[config.mk]
export PLATFORM = sky130hd
export DESIGN_NAME = i2c_master_bit_engine_core
export DESIGN_NICKNAME = d
export VERILOG_FILES = /design/src/i2cmbe_pkg.sv /design/src/i2cmbe_csr.sv /design/src/i2cmbe_engine.sv /design/src/i2c_master_bit_engine_core.sv
export VERILOG_INCLUDE_DIRS = /design/src /design/src/src
export SDC_FILE = /design/constraint.sdc
export NUM_CORES = 1
export LEC_CHECK = 0
export ABC_AREA = 1
export BUFFER_PORTS_ARGS = -buffer_cell sky130_fd_sc_hd__buf_2
export CAP_MARGIN = 20
export CORE_MARGIN = 4
export CORE_UTILIZATION = 50
export CTS_BUF_LIST = sky130_fd_sc_hd__clkbuf_8 sky130_fd_sc_hd__clkbuf_16
export DETAILED_ROUTE_END_ITERATION = 12
export PLACE_DENSITY = 0.79
export SLEW_MARGIN = 20
export SYNTH_ARGS = -nofsm -noshare
export SYNTH_HDL_FRONTEND = slang
export SYNTH_SLANG_ARGS = --single-unit
[constraint.sdc]
create_clock -name clock -period 5.99 [get_ports clock]
set_input_delay 0.599 -clock clock [delete_from_list [all_inputs] [get_ports clock]]
set_output_delay 0.599 -clock clock [all_outputs]
set_load 0.1 [all_outputs]
[src/i2c_master_bit_engine_core_macros.svh]
// Assertion helpers used by the top-level RTL file.
`ifndef I2C_MASTER_BIT_ENGINE_CORE_MACROS_SVH
`define I2C_MASTER_BIT_ENGINE_CORE_MACROS_SVH

// The consequent must hold in the same cycle as the antecedent.
`define I2CMBE_ASSERT_SAME(label, clk, rst, ante, cons, msg) \
   label: assert property (@(posedge clk) disable iff (rst) (ante) |-> (cons)) \
      else $error(msg);

// The consequent must hold in the cycle after the antecedent.
`define I2CMBE_ASSERT_NEXT(label, clk, rst, ante, cons, msg) \
   label: assert property (@(posedge clk) disable iff (rst) (ante) |=> (cons)) \
      else $error(msg);

`endif

[src/i2cmbe_pkg.sv]
package i2cmbe_pkg;

   localparam logic [2:0] MODE_NONE  = 3'd0;
   localparam logic [2:0] MODE_START = 3'd1;
   localparam logic [2:0] MODE_STOP  = 3'd2;
   localparam logic [2:0] MODE_WRITE = 3'd3;
   localparam logic [2:0] MODE_READ  = 3'd4;

   localparam logic REG_TICKS_PER_UNIT = 1'b0;
   localparam logic REG_ACK_TIMEOUT    = 1'b1;

   localparam logic [9:0]  TICKS_PER_UNIT_RESET = 10'd1;
   localparam logic [15:0] ACK_TIMEOUT_RESET    = 16'd250;

   typedef struct packed {
      logic [2:0] mode;
      logic [7:0] tx_byte;
      logic       send_ack;
      logic       sda_in;
   } req_type;

   typedef struct packed {
      logic       scl_out;
      logic       sda_out;
      logic       busy_res;
      logic       done_res;
      logic [7:0] rx_byte;
      logic       ack_missing;
   } res_type;

   typedef struct packed {
      logic [9:0]  ticks_per_unit;
      logic [15:0] ack_timeout;
   } cfg_type;

endpackage

[src/i2cmbe_csr.sv]
module i2cmbe_csr (
   input  logic                clock,
   input  logic                reset,
   input  logic                csr_psel,
   input  logic                csr_penable,
   input  logic                csr_pwrite,
   input  logic [2:0]          csr_paddr,
   input  logic [31:0]         csr_pwdata,
   output logic [31:0]         csr_prdata,
   output logic                csr_pready,
   output i2cmbe_pkg::cfg_type cfg
);

   logic [9:0]  tpu_ff;
   logic [9:0]  tpu_in;
   logic [15:0] timeout_ff;
   logic [15:0] timeout_in;
   logic        wr_en;

   assign csr_pready = 1'b1;
   assign wr_en = csr_psel & csr_penable & csr_pwrite & csr_pready;

   always_comb begin
      tpu_in     = tpu_ff;
      timeout_in = timeout_ff;
      if (wr_en) begin
         unique case (csr_paddr[2])
            i2cmbe_pkg::REG_TICKS_PER_UNIT: tpu_in     = csr_pwdata[9:0];
            i2cmbe_pkg::REG_ACK_TIMEOUT:    timeout_in = csr_pwdata[15:0];
            default:                        tpu_in     = tpu_ff;
         endcase
      end
   end

   always_ff @(posedge clock) begin
      if (reset) begin
         tpu_ff     <= i2cmbe_pkg::TICKS_PER_UNIT_RESET;
         timeout_ff <= i2cmbe_pkg::ACK_TIMEOUT_RESET;
      end else begin
         tpu_ff     <= tpu_in;
         timeout_ff <= timeout_in;
      end
   end

   always_comb begin
      unique case (csr_paddr[2])
         i2cmbe_pkg::REG_TICKS_PER_UNIT: csr_prdata = {22'd0, tpu_ff};
         i2cmbe_pkg::REG_ACK_TIMEOUT:    csr_prdata = {16'd0, timeout_ff};
         default:                        csr_prdata = 32'd0;
      endcase
   end

   assign cfg.ticks_per_unit = tpu_ff;
   assign cfg.ack_timeout    = timeout_ff;

endmodule

[src/i2cmbe_engine.sv]
module i2cmbe_engine (
   input  logic                clock,
   input  logic                reset,
   input  logic                step_en,
   input  i2cmbe_pkg::req_type req,
   input  i2cmbe_pkg::cfg_type cfg,
   output i2cmbe_pkg::res_type res
);

   typedef enum logic [4:0] {
      PH_IDLE, PH_ST_A, PH_ST_B, PH_ST_C, PH_SP_A, PH_SP_B,
      PH_WR_D, PH_WR_H, PH_WR_L, PH_AK_R, PH_AK_H, PH_AK_P,
      PH_RD_L, PH_RD_H, PH_RA_D, PH_RA_H, PH_RA_L
   } phase_type;

   phase_type   phase_ff, phase_in;
   logic [2:0]  bit_count_ff, bit_count_in;
   logic [7:0]  shift_ff, shift_in;
   logic [9:0]  unit_ff, unit_in;
   logic [2:0]  units_left_ff, units_left_in;
   logic [15:0] poll_ff, poll_in;
   logic        ack_choice_ff, ack_choice_in;
   logic        scl_ff, scl_in;
   logic        sda_ff, sda_in;
   logic [7:0]  rx_hold_ff, rx_hold_in;
   logic        nack_ff, nack_in;
   logic        done;
   logic [2:0]  step_len;
   logic [9:0]  tpu;

   assign tpu = (cfg.ticks_per_unit == 10'd0) ? 10'd1 : cfg.ticks_per_unit;

   always_comb begin
      phase_in      = phase_ff;
      bit_count_in  = bit_count_ff;
      shift_in      = shift_ff;
      unit_in       = unit_ff;
      units_left_in = units_left_ff;
      poll_in       = poll_ff;
      ack_choice_in = ack_choice_ff;
      scl_in        = scl_ff;
      sda_in        = sda_ff;
      rx_hold_in    = rx_hold_ff;
      nack_in       = nack_ff;
      done          = 1'b0;
      step_len      = 3'd0;

      if (phase_in == PH_IDLE) begin
         unique case (req.mode)
            i2cmbe_pkg::MODE_START: begin
               phase_in = PH_ST_A;
            end
            i2cmbe_pkg::MODE_STOP: begin
               phase_in = PH_SP_A;
            end
            i2cmbe_pkg::MODE_WRITE: begin
               shift_in = req.tx_byte;
               phase_in = PH_WR_D;
            end
            i2cmbe_pkg::MODE_READ: begin
               shift_in      = 8'd0;
               ack_choice_in = req.send_ack;
               phase_in      = PH_RD_L;
            end
            default: begin
               phase_in = PH_IDLE;
            end
         endcase
         if (phase_in != PH_IDLE) begin
            bit_count_in  = 3'd0;
            unit_in       = 10'd0;
            units_left_in = 3'd0;
         end
      end

      if (phase_in == PH_AK_P) begin
         if (!req.sda_in) begin
            scl_in   = 1'b0;
            nack_in  = 1'b0;
            phase_in = PH_IDLE;
            done     = 1'b1;
         end else if (poll_in >= cfg.ack_timeout) begin
            nack_in       = 1'b1;
            phase_in      = PH_SP_A;
            units_left_in = 3'd0;
            unit_in       = 10'd0;
         end else begin
            poll_in = poll_in + 16'd1;
         end
      end else if (phase_in != PH_IDLE) begin
         if (units_left_in == 3'd0) begin
            unique case (phase_in)
               PH_ST_A: begin scl_in = 1'b1; sda_in = 1'b1; step_len = 3'd4; end
               PH_ST_B: begin sda_in = 1'b0; step_len = 3'd4; end
               PH_ST_C: begin scl_in = 1'b0; step_len = 3'd0; end
               PH_SP_A: begin scl_in = 1'b0; sda_in = 1'b0; step_len = 3'd4; end
               PH_SP_B: begin scl_in = 1'b1; sda_in = 1'b1; step_len = 3'd4; end
               PH_WR_D: begin sda_in = shift_in[7]; step_len = 3'd2; end
               PH_WR_H: begin scl_in = 1'b1; step_len = 3'd2; end
               PH_WR_L: begin scl_in = 1'b0; step_len = 3'd2; end
               PH_AK_R: begin sda_in = 1'b1; step_len = 3'd1; end
               PH_AK_H: begin scl_in = 1'b1; step_len = 3'd1; end
               PH_RD_L: begin scl_in = 1'b0; sda_in = 1'b1; step_len = 3'd2; end
               PH_RD_H: begin
                  scl_in   = 1'b1;
                  shift_in = {shift_in[6:0], req.sda_in};
                  step_len = 3'd1;
               end
               PH_RA_D: begin
                  scl_in   = 1'b0;
                  sda_in   = !ack_choice_in;
                  step_len = 3'd2;
               end
               PH_RA_H: begin scl_in = 1'b1; step_len = 3'd2; end
               default: begin scl_in = 1'b0; step_len = 3'd0; end
            endcase
            units_left_in = step_len;
            unit_in       = 10'd0;
         end
         if (units_left_in != 3'd0) begin
            unit_in = unit_in + 10'd1;
            if (unit_in >= tpu) begin
               unit_in       = 10'd0;
               units_left_in = units_left_in - 3'd1;
            end
         end
         if (units_left_in == 3'd0) begin
            unique case (phase_in)
               PH_ST_A: phase_in = PH_ST_B;
               PH_ST_B: phase_in = PH_ST_C;
               PH_SP_A: phase_in = PH_SP_B;
               PH_WR_D: phase_in = PH_WR_H;
               PH_WR_H: phase_in = PH_WR_L;
               PH_WR_L: begin
                  shift_in     = {shift_in[6:0], 1'b0};
                  bit_count_in = bit_count_in + 3'd1;
                  phase_in     = (bit_count_in == 3'd0) ? PH_AK_R : PH_WR_D;
               end
               PH_AK_R: phase_in = PH_AK_H;
               PH_AK_H: begin
                  phase_in = PH_AK_P;
                  poll_in  = 16'd0;
               end
               PH_RD_L: phase_in = PH_RD_H;
               PH_RD_H: begin
                  bit_count_in = bit_count_in + 3'd1;
                  phase_in     = (bit_count_in == 3'd0) ? PH_RA_D : PH_RD_L;
               end
               PH_RA_D: phase_in = PH_RA_H;
               PH_RA_H: phase_in = PH_RA_L;
               PH_RA_L: begin
                  rx_hold_in = shift_in;
                  phase_in   = PH_IDLE;
                  done       = 1'b1;
               end
               default: begin
                  phase_in = PH_IDLE;
                  done     = 1'b1;
               end
            endcase
         end
      end
   end

   always_ff @(posedge clock) begin
      if (reset) begin
         phase_ff      <= PH_IDLE;
         bit_count_ff  <= 3'd0;
         shift_ff      <= 8'd0;
         unit_ff       <= 10'd0;
         units_left_ff <= 3'd0;
         poll_ff       <= 16'd0;
         ack_choice_ff <= 1'b0;
         scl_ff        <= 1'b1;
         sda_ff        <= 1'b1;
         rx_hold_ff    <= 8'd0;
         nack_ff       <= 1'b0;
      end else if (step_en) begin
         phase_ff      <= phase_in;
         bit_count_ff  <= bit_count_in;
         shift_ff      <= shift_in;
         unit_ff       <= unit_in;
         units_left_ff <= units_left_in;
         poll_ff       <= poll_in;
         ack_choice_ff <= ack_choice_in;
         scl_ff        <= scl_in;
         sda_ff        <= sda_in;
         rx_hold_ff    <= rx_hold_in;
         nack_ff       <= nack_in;
      end
   end

   assign res.scl_out     = scl_in;
   assign res.sda_out     = sda_in;
   assign res.busy_res    = (phase_in != PH_IDLE);
   assign res.done_res    = done;
   assign res.rx_byte     = rx_hold_in;
   assign res.ack_missing = nack_in;

endmodule

[src/i2c_master_bit_engine_core.sv]
// I2C master bit engine. Each accepted req word is one timing tick: the engine
// starts a command (start, stop, write byte with acknowledge poll, read byte
// answered with ack or nack) when it is idle and returns one rsp word per tick
// with the SCL and SDA drive levels, busy, a done pulse, the last received
// byte and the missing-acknowledge flag. One word is accepted every clock
// cycle unless a stalled rsp word holds the input; each word goes through the
// req input register and the combinational sequencer step to the rsp register.
// Registers: ticks_per_unit at byte address 0, ack_timeout at byte address 4;
// write them only while no tick is in flight.
`include "i2c_master_bit_engine_core_macros.svh"

module i2c_master_bit_engine_core (
   input  logic        clock,
   input  logic        reset,
   input  logic        req_valid,
   output logic        req_stall,
   input  logic [2:0]  req_mode,
   input  logic [7:0]  req_tx_byte,
   input  logic        req_send_ack,
   input  logic        req_sda_in,
   output logic        rsp_valid,
   input  logic        rsp_stall,
   output logic        rsp_scl_out,
   output logic        rsp_sda_out,
   output logic        rsp_busy_res,
   output logic        rsp_done_res,
   output logic [7:0]  rsp_rx_byte,
   output logic        rsp_ack_missing,
   input  logic        csr_psel,
   input  logic        csr_penable,
   input  logic        csr_pwrite,
   input  logic [2:0]  csr_paddr,
   input  logic [31:0] csr_pwdata,
   output logic [31:0] csr_prdata,
   output logic        csr_pready
);

   logic                in_valid_ff, in_valid_in;
   i2cmbe_pkg::req_type in_word_ff;
   logic                rsp_valid_ff, rsp_valid_in;
   i2cmbe_pkg::res_type rsp_word_ff;
   i2cmbe_pkg::res_type step_res;
   i2cmbe_pkg::cfg_type cfg;
   logic                advance;

   i2cmbe_csr u_csr (
      .clock       (clock),
      .reset       (reset),
      .csr_psel    (csr_psel),
      .csr_penable (csr_penable),
      .csr_pwrite  (csr_pwrite),
      .csr_paddr   (csr_paddr),
      .csr_pwdata  (csr_pwdata),
      .csr_prdata  (csr_prdata),
      .csr_pready  (csr_pready),
      .cfg         (cfg)
   );

   i2cmbe_engine u_engine (
      .clock   (clock),
      .reset   (reset),
      .step_en (advance),
      .req     (in_word_ff),
      .cfg     (cfg),
      .res     (step_res)
   );

   assign advance   = in_valid_ff & (~rsp_valid_ff | ~rsp_stall);
   assign req_stall = in_valid_ff & ~advance;

   always_comb begin
      in_valid_in = req_stall ? in_valid_ff : req_valid;
      if (advance) begin
         rsp_valid_in = 1'b1;
      end else begin
         rsp_valid_in = rsp_valid_ff & rsp_stall;
      end
   end

   always_ff @(posedge clock) begin
      if (reset) begin
         in_valid_ff  <= 1'b0;
         rsp_valid_ff <= 1'b0;
      end else begin
         in_valid_ff  <= in_valid_in;
         rsp_valid_ff <= rsp_valid_in;
      end
   end

   always_ff @(posedge clock) begin
      if (req_valid & ~req_stall) begin
         in_word_ff.mode     <= req_mode;
         in_word_ff.tx_byte  <= req_tx_byte;
         in_word_ff.send_ack <= req_send_ack;
         in_word_ff.sda_in   <= req_sda_in;
      end
      if (advance) begin
         rsp_word_ff <= step_res;
      end
   end

   assign rsp_valid       = rsp_valid_ff;
   assign rsp_scl_out     = rsp_word_ff.scl_out;
   assign rsp_sda_out     = rsp_word_ff.sda_out;
   assign rsp_busy_res    = rsp_word_ff.busy_res;
   assign rsp_done_res    = rsp_word_ff.done_res;
   assign rsp_rx_byte     = rsp_word_ff.rx_byte;
   assign rsp_ack_missing = rsp_word_ff.ack_missing;

   `I2CMBE_ASSERT_SAME(a_stall_only_when_full, clock, reset, req_stall,
      in_valid_ff && rsp_valid_ff && rsp_stall, "input stalled without a full pipeline")
   `I2CMBE_ASSERT_SAME(a_done_not_busy, clock, reset, rsp_valid && rsp_done_res,
      !rsp_busy_res, "completed command still reported busy")
   `I2CMBE_ASSERT_NEXT(a_drain, clock, reset, rsp_valid && !rsp_stall && !in_valid_ff,
      !rsp_valid, "result word appeared without an input word")

endmodule
==> summary.txt <==
Finish
  • Multi-input gate area: 4020 um2
  • Flip-flop and latch area: 2480 um2
  • Area grow syn2layout: 8.77%
  • Fillers: 1,371
  • Share of post-route cells with drive strength above 1: 12.7%
  • Utilization after layout: 55.2%
  • # diodes: 0
  • # nets final: 1,196

Clocking
  • Max clock buf depth: 2
  • Hold_buf cts: 0
  • Clk slew on worst S/H paths: 80 ps
  • CTS buffer count: 9
  • CTS H-Tree Depth: 3
  • Post-CTS sizing: 0
  • CTS Root Buffer Type: clkbuf_16
  • Post-CTS Setup Inserts: 0
  • # clock sinks: 111
  • Clk_lat worst skew: 360 ps
  • CTS tree: built

Route
  • Remaining DRCs: 0
  • Vias per cell: 5.29
  • DRT Wirelength: 17,500 um
  • Via count: 6,866
  • Final ANT Viol Nets: 0
  • DRT Pass-1 Iters: 6
  • WL/cell: 13.5 um
  • Initial drt markers: 649

Setup path
  • Largest stage delay, worst path: 450 ps
  • Crit end category: flip-flop
  • CP max FO: 21
  • Crit Path Class: reg2reg
  • Slowest-stage cell, CP: dfxtp_1
  • Most used cell, CP: nand2_1
  • Worst r2r dst: u_engine.rx_hold_ff[4]
  • CP required: 6250 ps
  • Crit path launch type: flip-flop
  • Reg2reg path depth: 31
  • WP data arrival: 5500 ps
  • Worst reg-to-reg setup slack: 740 ps
  • Worst r2r src: u_engine.phase_ff[4]

Outcome
  • Status: finished clean

STA
  • Hold Fails Final Rpt: 0
  • Worst-case hold slack: 410 ps
  • Setup TNS: 0 ps
  • Relative slew slack: 33.1%
  • Setup ws final: 745 ps
  • Max Clk Rate: 191 MHz
  • Final setup fails: 0
  • Final Critical Period: 5250 ps
  • Final Cycle Share: 87.6%
  • Clock skew: 9.40 ps
  • RSZ-0062 raised after global routing: no
  • Slew Limit Fails: 0
  • Least-Margin Pin Slew: 1000 ps

Global routing
  • Largest net degree at the start of global routing: 59
  • Initial antenna violation count: 0
  • Global route overflow: 0
  • Tot GR Track Use: 21.6%
  • Vias in the first global route: 6,218
  • First-pass GRT wire length: 29,800 um

Die
  • Die Area: 16,700 um2
  • Core area: 14,500 um2
  • Starting Density: 50.7%
  • Ports: 103
  • Die extent in x: 129 um
  • Die Ht: 129 um
  • Rows: 44

Place
  • Post-Place Setup Slack: 823 ps
  • Dpl hpwl: 12,600 um
  • GPL Wtd Cong: 0.941
  • Port Buffers: 67

Synthesis
  • Mapped Cells: 1,069
  • Cell with the most instances after synthesis: nand2_1
  • Share of the synthesized area in the top cell type: 23.2%
  • Top cells by instance count after synthesis: nand2_1 (212), inv_1 (146), nor2_1 (106)
  • Async SR Flop Fraction: 0%
  • Ys flop type: dfxtp_1
  • EDFF count, synth: 26
  • Post-Syn Area per Cell: 6.87 um2
  • Register area share after synthesis: 33.8%
  • Dominant cells by area after synthesis: dfxtp_1 (23%), nand2_1 (11%), edfxtp_1 (11%), inv_1 (7.5%), a21oi_1 (6.2%)
  • YS warnings: 0
  • #FFs+latches synth: 111
  • Synth area leader: dfxtp_1
  • Synth unique cells: 53
  • Post-Syn Area: 7340 um2

Worst hold path
  • Hold Path Depth: 1
  • Hold Path Class: in2reg
  • Worst Hold End: in_word_ff[6]
  • Hold path start: req_tx_byte[4]

Power
  • Sw frac: 40.0%
  • Logic gate share of total power: 34.0%
  • Sw Pwr: 0.000873 W
  • Sequential share of power: 38.1%
  • VDD IR-drop max: 0.166 mV
  • Design Power: 0.00218 W
  • Pwr/cell area: 273 nW/um2
  • Internal: 0.00131 W
  • Clock network power share: 27.8%
  • Cell leakage power: 3.62 nW

Flow run
  • Maxcap violations: 0
-- layout make-up --
cell class / instances / area share (%)
Inverter: 157 / 7.41
Clock inverter: 6 / 0.611
Sequential cell: 111 / 31.1
Timing Repair Buffer: 71 / 4.57
Multi-Input combinational cell: 759 / 50.3
Clock buffer: 10 / 3.13
Tap cell: 184 / 2.88
-- cells in the final DEF (no fill, tap or decap), drive strengths merged, types with 2 or more instances in the layout --
cell type	synthesis	final
mux2	2	2
ha	32	32
o211ai	17	17
a21oi	92	92
nand4	30	30
nor3b	2	2
or2	2	2
nand2	230	230
and2	3	3
xor2	12	12
nand3b	3	3
o21ai	105	105
clkinv	1	4
o31ai	4	4
buf	29	71
xnor2	2	2
nor4	3	3
inv	156	159
dfxtp	85	85
conb	2	17
edfxtp	26	26
clkbuf	28	10
a22oi	8	8
nor3	13	13
o221ai	2	2
nand3	54	54
nor2	119	119
-- routing by layer --
layer | vias to the layer above | global-route usage [%] | share of wire [%]
li1 | 3566 | - | -
met1 | 3067 | 30.3 | 46
met2 | 211 | 34.1 | 46
met3 | 22 | 3.50 | 6.7
met4 | 0 | 6.79 | 1.7
met5 | - | 0 | 0
-- how the worst max path moves through the flow --
stage / startpoint / endpoint / slack [ps] / cells past startpoint
3_5_place_dp: u_engine.phase_ff[4] / u_engine.rx_hold_ff[4] / 820 / 31
6_report: u_engine.phase_ff[4] / u_engine.rx_hold_ff[4] / 740 / 31
2_1_floorplan: u_engine.phase_ff[4] / rsp_busy_res / 1770 / 32
5_1_grt: u_engine.phase_ff[4] / u_engine.rx_hold_ff[6] / 40 / 31
3_3_place_gp: u_engine.phase_ff[4] / u_engine.rx_hold_ff[6] / 950 / 31
4_1_cts: u_engine.phase_ff[4] / u_engine.rx_hold_ff[4] / 790 / 31
-- cells by family (layout without fill, tap and decap cells) --
| logic type | count (synthesis) | in the layout | synth area share [%] |
|---|---|---|---|
| adder cells (fa/ha/maj) | 32 | 32 | 5.45 |
| flip-flops | 111 | 111 | 33.8 |
| AND/OR/NAND/NOR | 459 | 459 | 28.5 |
| AO/OA/AOI/OAI | 234 | 234 | 17.8 |
| other | 2 | 17 | 0.102 |
| XOR/XNOR | 14 | 14 | 1.67 |
| buffers and inverters | 214 | 244 | 12.2 |
| multiplexers | 3 | 3 | 0.443 |
-- sequential cells by signal (all words and copies together) (netlist names), 3 cells and up --
name,flops
in_word_ff,13
rsp_rx_byte,8
u_csr.timeout_ff,16
u_csr.tpu_ff,10
u_engine.bit_count_ff,3
u_engine.phase_ff,5
u_engine.poll_ff,16
u_engine.rx_hold_ff,8
u_engine.shift_ff,8
u_engine.unit_ff,10
u_engine.units_left_ff,3
-- through the flow --
step | instances | area, um2
2_1_floorplan | 1084 | 7400
3_3_place_gp | 1282 | 7690
3_5_place_dp | 1282 | 7690
4_1_cts | 1298 | 7990
5_1_grt | 1298 | 7990
6_report | 1298 | 7990
-- critical path, delay by kind of cell (launching register included) --
kind / cells / cell delay, ps
fa+ha+maj: 2 / 500
flops: 1 / 450
simple gates: 18 / 2610
compound gates: 4 / 540
buf+inv: 7 / 1020
-- power by group through the flow --
stage / registers [W] / clock network (W) / logic, W
final: 0.000833 / 0.000607 / 0.000743
after global routing: 0.000837 / 0.000655 / 0.000833
after CTS: 0.000832 / 0.000618 / 0.000740
after detailed placement: 0.000850 / 0 / 0.000736
after global placement: 0.000848 / 0 / 0.000728
after floorplan: 0.000903 / 0 / 0.000570
Power figures use the tool's default switching activity.
